### src/hw/rtl/fcw_pkg.sv
// Shared types and constants for the FAT12 cluster chain walker.
package fcw_pkg;

    localparam int PADDR_W = 3;

    localparam logic [1:0] KIND_LOAD    = 2'd0;
    localparam logic [1:0] KIND_START   = 2'd1;
    localparam logic [1:0] KIND_ADVANCE = 2'd2;
    localparam logic [1:0] KIND_UNUSED  = 2'd3;

    localparam logic [1:0] STATUS_LOADED = 2'd0;
    localparam logic [1:0] STATUS_SECTOR = 2'd1;
    localparam logic [1:0] STATUS_END    = 2'd2;
    localparam logic [1:0] STATUS_BAD    = 2'd3;

    localparam logic [11:0] END_MARK          = 12'hFF8;
    localparam logic [11:0] FIRST_CLUSTER     = 12'd2;
    localparam logic [15:0] RESET_DATA_SECTOR = 16'd33;
    localparam logic [7:0]  NIB_MASK          = 8'h0F;

    typedef struct packed {
        logic [1:0]  kind;
        logic [10:0] group_index;
        logic [23:0] group_bytes;
        logic [11:0] start_cluster;
    } in_item_t;

    typedef struct packed {
        logic [1:0]  status;
        logic [11:0] cluster;
        logic [15:0] sector;
    } out_item_t;

    typedef struct packed {
        logic latch;
        logic mem_rd;
        logic commit;
    } fcw_cmd_t;

    typedef struct packed {
        logic [1:0] in_kind;
        logic       walk_active;
        logic       out_free;
    } fcw_stat_t;

endpackage

### src/hw/rtl/fcw_ctrl.sv
// Controller state machine for the cluster chain walker.
module fcw_ctrl (
    input  logic              aclk,
    input  logic              aresetn,
    input  logic              s_valid,
    output logic              s_ready,
    input  fcw_pkg::fcw_stat_t stat,
    output fcw_pkg::fcw_cmd_t  cmd
);
    import fcw_pkg::*;

    typedef enum logic [2:0] {
        S_IDLE = 3'b001,
        S_READ = 3'b010,
        S_EXEC = 3'b100
    } state_t;

    state_t state_reg, state_next;
    logic   accept;

    assign s_ready = (state_reg == S_IDLE);
    assign accept  = s_valid && s_ready;

    always_comb begin
        state_next = state_reg;
        unique case (state_reg)
            S_IDLE: begin
                if (accept) begin
                    priority if (stat.in_kind == KIND_UNUSED) begin
                        state_next = S_IDLE;
                    end else if (stat.in_kind == KIND_ADVANCE && stat.walk_active) begin
                        state_next = S_READ;
                    end else begin
                        state_next = S_EXEC;
                    end
                end
            end
            S_READ: begin
                state_next = S_EXEC;
            end
            S_EXEC: begin
                if (stat.out_free) begin
                    state_next = S_IDLE;
                end
            end
            default: begin
                state_next = S_IDLE;
            end
        endcase
    end

    always_ff @(posedge aclk) begin
        if (!aresetn) begin
            state_reg <= S_IDLE;
        end else begin
            state_reg <= state_next;
        end
    end

    assign cmd.latch  = accept;
    assign cmd.mem_rd = (state_reg == S_READ);
    assign cmd.commit = (state_reg == S_EXEC) && stat.out_free;

endmodule

### config.mk
export PLATFORM = sky130hd
export DESIGN_NAME = fcw_ctrl
export DESIGN_NICKNAME = d
export VERILOG_FILES = /design/src/hw/rtl/fcw_pkg.sv /design/src/hw/rtl/fcw_ctrl.sv
export SDC_FILE = /design/constraint.sdc
export NUM_CORES = 1
export LEC_CHECK = 0
export ABC_AREA = 1
export ABC_CLOCK_PERIOD_IN_PS = 1600
export BUFFER_PORTS_ARGS = -buffer_cell sky130_fd_sc_hd__buf_2
export CAP_MARGIN = 15
export CORE_AREA = 2 2 39 41
export DETAILED_ROUTE_END_ITERATION = 8
export DIE_AREA = 0 0 41 43
export PLACE_DENSITY_LB_ADDON = 0.3
export RECOVER_POWER = 100
export SETUP_SLACK_MARGIN = 0.3
export SYNTH_ARGS = -nofsm -noshare
export SYNTH_HDL_FRONTEND = slang
export SYNTH_SLANG_ARGS = --single-unit
export TNS_END_PERCENT = 20
### constraint.sdc
create_clock -name aclk -period 1.6 [get_ports aclk]
set_input_delay 0.16 -clock aclk [delete_from_list [all_inputs] [get_ports aclk]]
set_output_delay 0.16 -clock aclk [all_outputs]
set_load 0.05 [all_outputs]
==> results.md <==
* Die ar. at 1760 µm²
* Startpoint Class: register
* RSZ-0062 raised after global routing: true
* Critical Path RT at 1.44 ns
* Post-synthesis sequential area ratio at 25.8%
* Initial antenna violation count at 0
* Routed wire length at between 500 and 600 µm
* Vias per cell at between 3 and 4
* Crit path max-delay family: buffers and inverters
* Endpoints failing hold at 0
* DRC at 0
* Final Net Count at 58
* Max Freq at 744 MHz
* Placeable Area at 1380 µm²
* Final TNS setup at 0 ns
* P_leak at 0.184 nW
* Slowest cell on crit path: dfxtp_1
* Largest family of logic cells by synthesized area: simple AND/OR/NAND/NOR gates
* Post-Synth Simple-Gate Area at a little under three fifths
* Worst IR Drop VDD at 0.000450 V
* Status: finished, final reports clean
* Setup crit end kind: primary output
* YS warnings at 0
* Clock sinks at 3
* Area leader, netlist: dfxtp_1
* Non-filler cells, final at 66
* Most common cell after layout, fill and taps aside: nand2_1
* Synth top area share at 25.8%
* ANT nets after route at 0
* Mapped Nets at 44
* Complex-gate fraction of the synthesized area at 2.15%
* Proportion of synthesized area in mux cells at 0%
* Rows at 14
* CP Cell Sequence: inv_2, nor3_2, clkbuf_2
* R2R Setup Slk at 0.47 ns
* Synth Area in Adders at 0%
* Setup Skew at 0.00122 ns
* Most frequent cells in the layout: nand2_1, buf_2, nand3_1, inv_1, nor2_1
* Avg WL per Cell at 7.92 µm
* GRT Total Usage at 6.71%
* Min Clock Period, post-route at 1.34 ns
* Input/output buffers at 10
* Setup WS post-layout at 0.256 ns
* Final setup fails at 0
* Pin count of the biggest net entering global routing at 6
* Max Cap Viol at 0
* Clock H-tree levels at 1
* Num CTS Buffers at 3
* Post-Synth XOR/XNOR Area at 0%
* Final period util at between 80% and 90%
* Die Y at 43 µm
* Dpl hpwl at between 400 and 500 µm
* CTS root buf: clkbuf_4
* Final Slew Violations at 0
* Slew HR at 81.2%
* First-pass GRT wire length at around 770 µm
* Largest register FFs at 3
* Syn Inst Count at 37
* Worst-margin pin slew at between 0.2 and 0.3 ns
* Post-Syn Area at 233 µm²
* HP Class: in2reg
* Vias in the first global route at 218
* Synth area leaders: dfxtp_1, nand2_1, nand3_1
* CTS tree: built
* Area delta synth->final at 47.3%
* I/O pin count at 11
* Hold_buf cts at 0
* Place WS at 0.408 ns
* Gr ovfl total at 0
* Clk Latency, worst-skew pair at 0.23 ns
* Critical path type: reg2out
* DRT iter0 DRCs at 1
* Worst Hold Slack at around 0.16 ns
* Slowest Stage Delay on Critical Path at 0.39 ns
* Worst r2r src: state_reg[0]
* Dpl cells at 62
* HP Start: aresetn
* Buffer and inverter count on the worst path at 2
* Vias at 256
* Initial Util at 16.8%
* Critical path startpoint: state_reg[0]
* First-pass DRT Iterations at 2
* Layout cell share with drive strength beyond 1 at 48.0%
* Max clock buf depth at 2
* WP data arrival at 1.18 ns
* PwrDens at 1190 nW/µm²
* Diode count at 0
* Chip width at 41 µm
* Count of cell types in the netlist at 14
* Register bit total from synthesis at 3
* Gpl congestion at 0.706
* CTS clk-pin slew, worst paths at 0.04 ns
* CP Max Fanout at 3
* Mean Syn Cell Area at 6.29 µm²
==> cell type report <==
| type | instances | area (µm²) |
|---|---|---|
| inverter | 8 | 30.0 |
| timing repair buffer | 10 | 56.3 |
| tap | 16 | 20.0 |
| sequential | 3 | 62.6 |
| clock buffer | 4 | 26.3 |
| multi-input combinational | 25 | 148 |
| fill | 168 | 1040 |
==> power breakdown <==
| group | internal, mW | total [mW] | switching [mW] |
|---|---|---|---|
| logic | 0.0548 | 0.173 | 0.118 |
| clock network | 0.0934 | 0.131 | 0.0381 |
| registers | 0.0869 | 0.103 | 0.0161 |
==> Yosys cell counts <==
library cell	number
inv_2	3
nand3_2	1
inv_1	5
nor2_1	5
nor3_2	2
nand2_1	8
o21ai_0	1
nand3_1	4
dfxtp_1	3
nand2_2	1
nor4_1	1
buf_4	1
nor2_4	1
nand3b_1	1
==> timing repair <==
item | CTS | global route
resized for setup | 6 | 3
setup endpoints to repair | 4 | 4
hold endpoints to repair | 0 | 0
pin swaps | 0 | 1
buffers inserted | 0 | 0
==> metal layers <==
| metal | routed length, µm | GRT usage, % |
|---|---|---|
| met1 | 231 | 7.67 |
| met2 | 251 | 9.38 |
| met3 | 40 | 3.66 |
| met4 | 0 | 4.00 |
| met5 | 0 | 0 |
==> path summary, 6_finish.rpt <==
check,end,cells past startpoint
hold reg to reg,state_reg[1],3
setup / recovery,s_ready,3
hold / removal,state_reg[0],2
setup reg to reg,state_reg[0],7
==> logic make-up (layout without fill, tap and decap cells) <==
logic type | after synthesis | in the layout
buffers and inverters | 9 | 22
AO/OA/AOI/OAI | 1 | 1
flip-flops | 3 | 3
AND/OR/NAND/NOR | 24 | 24
==> metrics by stage <==
stage	total power [mW]	utilization, %	cell area (µm²)
after floorplan	0.240	-	248
after global placement	0.267	22.4	310
after detailed placement	0.269	22.4	310
after CTS	0.417	25.3	350
after global routing	0.433	24.8	343
final	0.407	24.8	343
==> worst reg2reg max path, delay by kind of cell, from the launching register on <==
family / cells / cell delay [ns]
buf+inv: 2 / 0.13
flops: 1 / 0.39
simple gates: 5 / 0.48
Power figures use the tool's default switching activity.
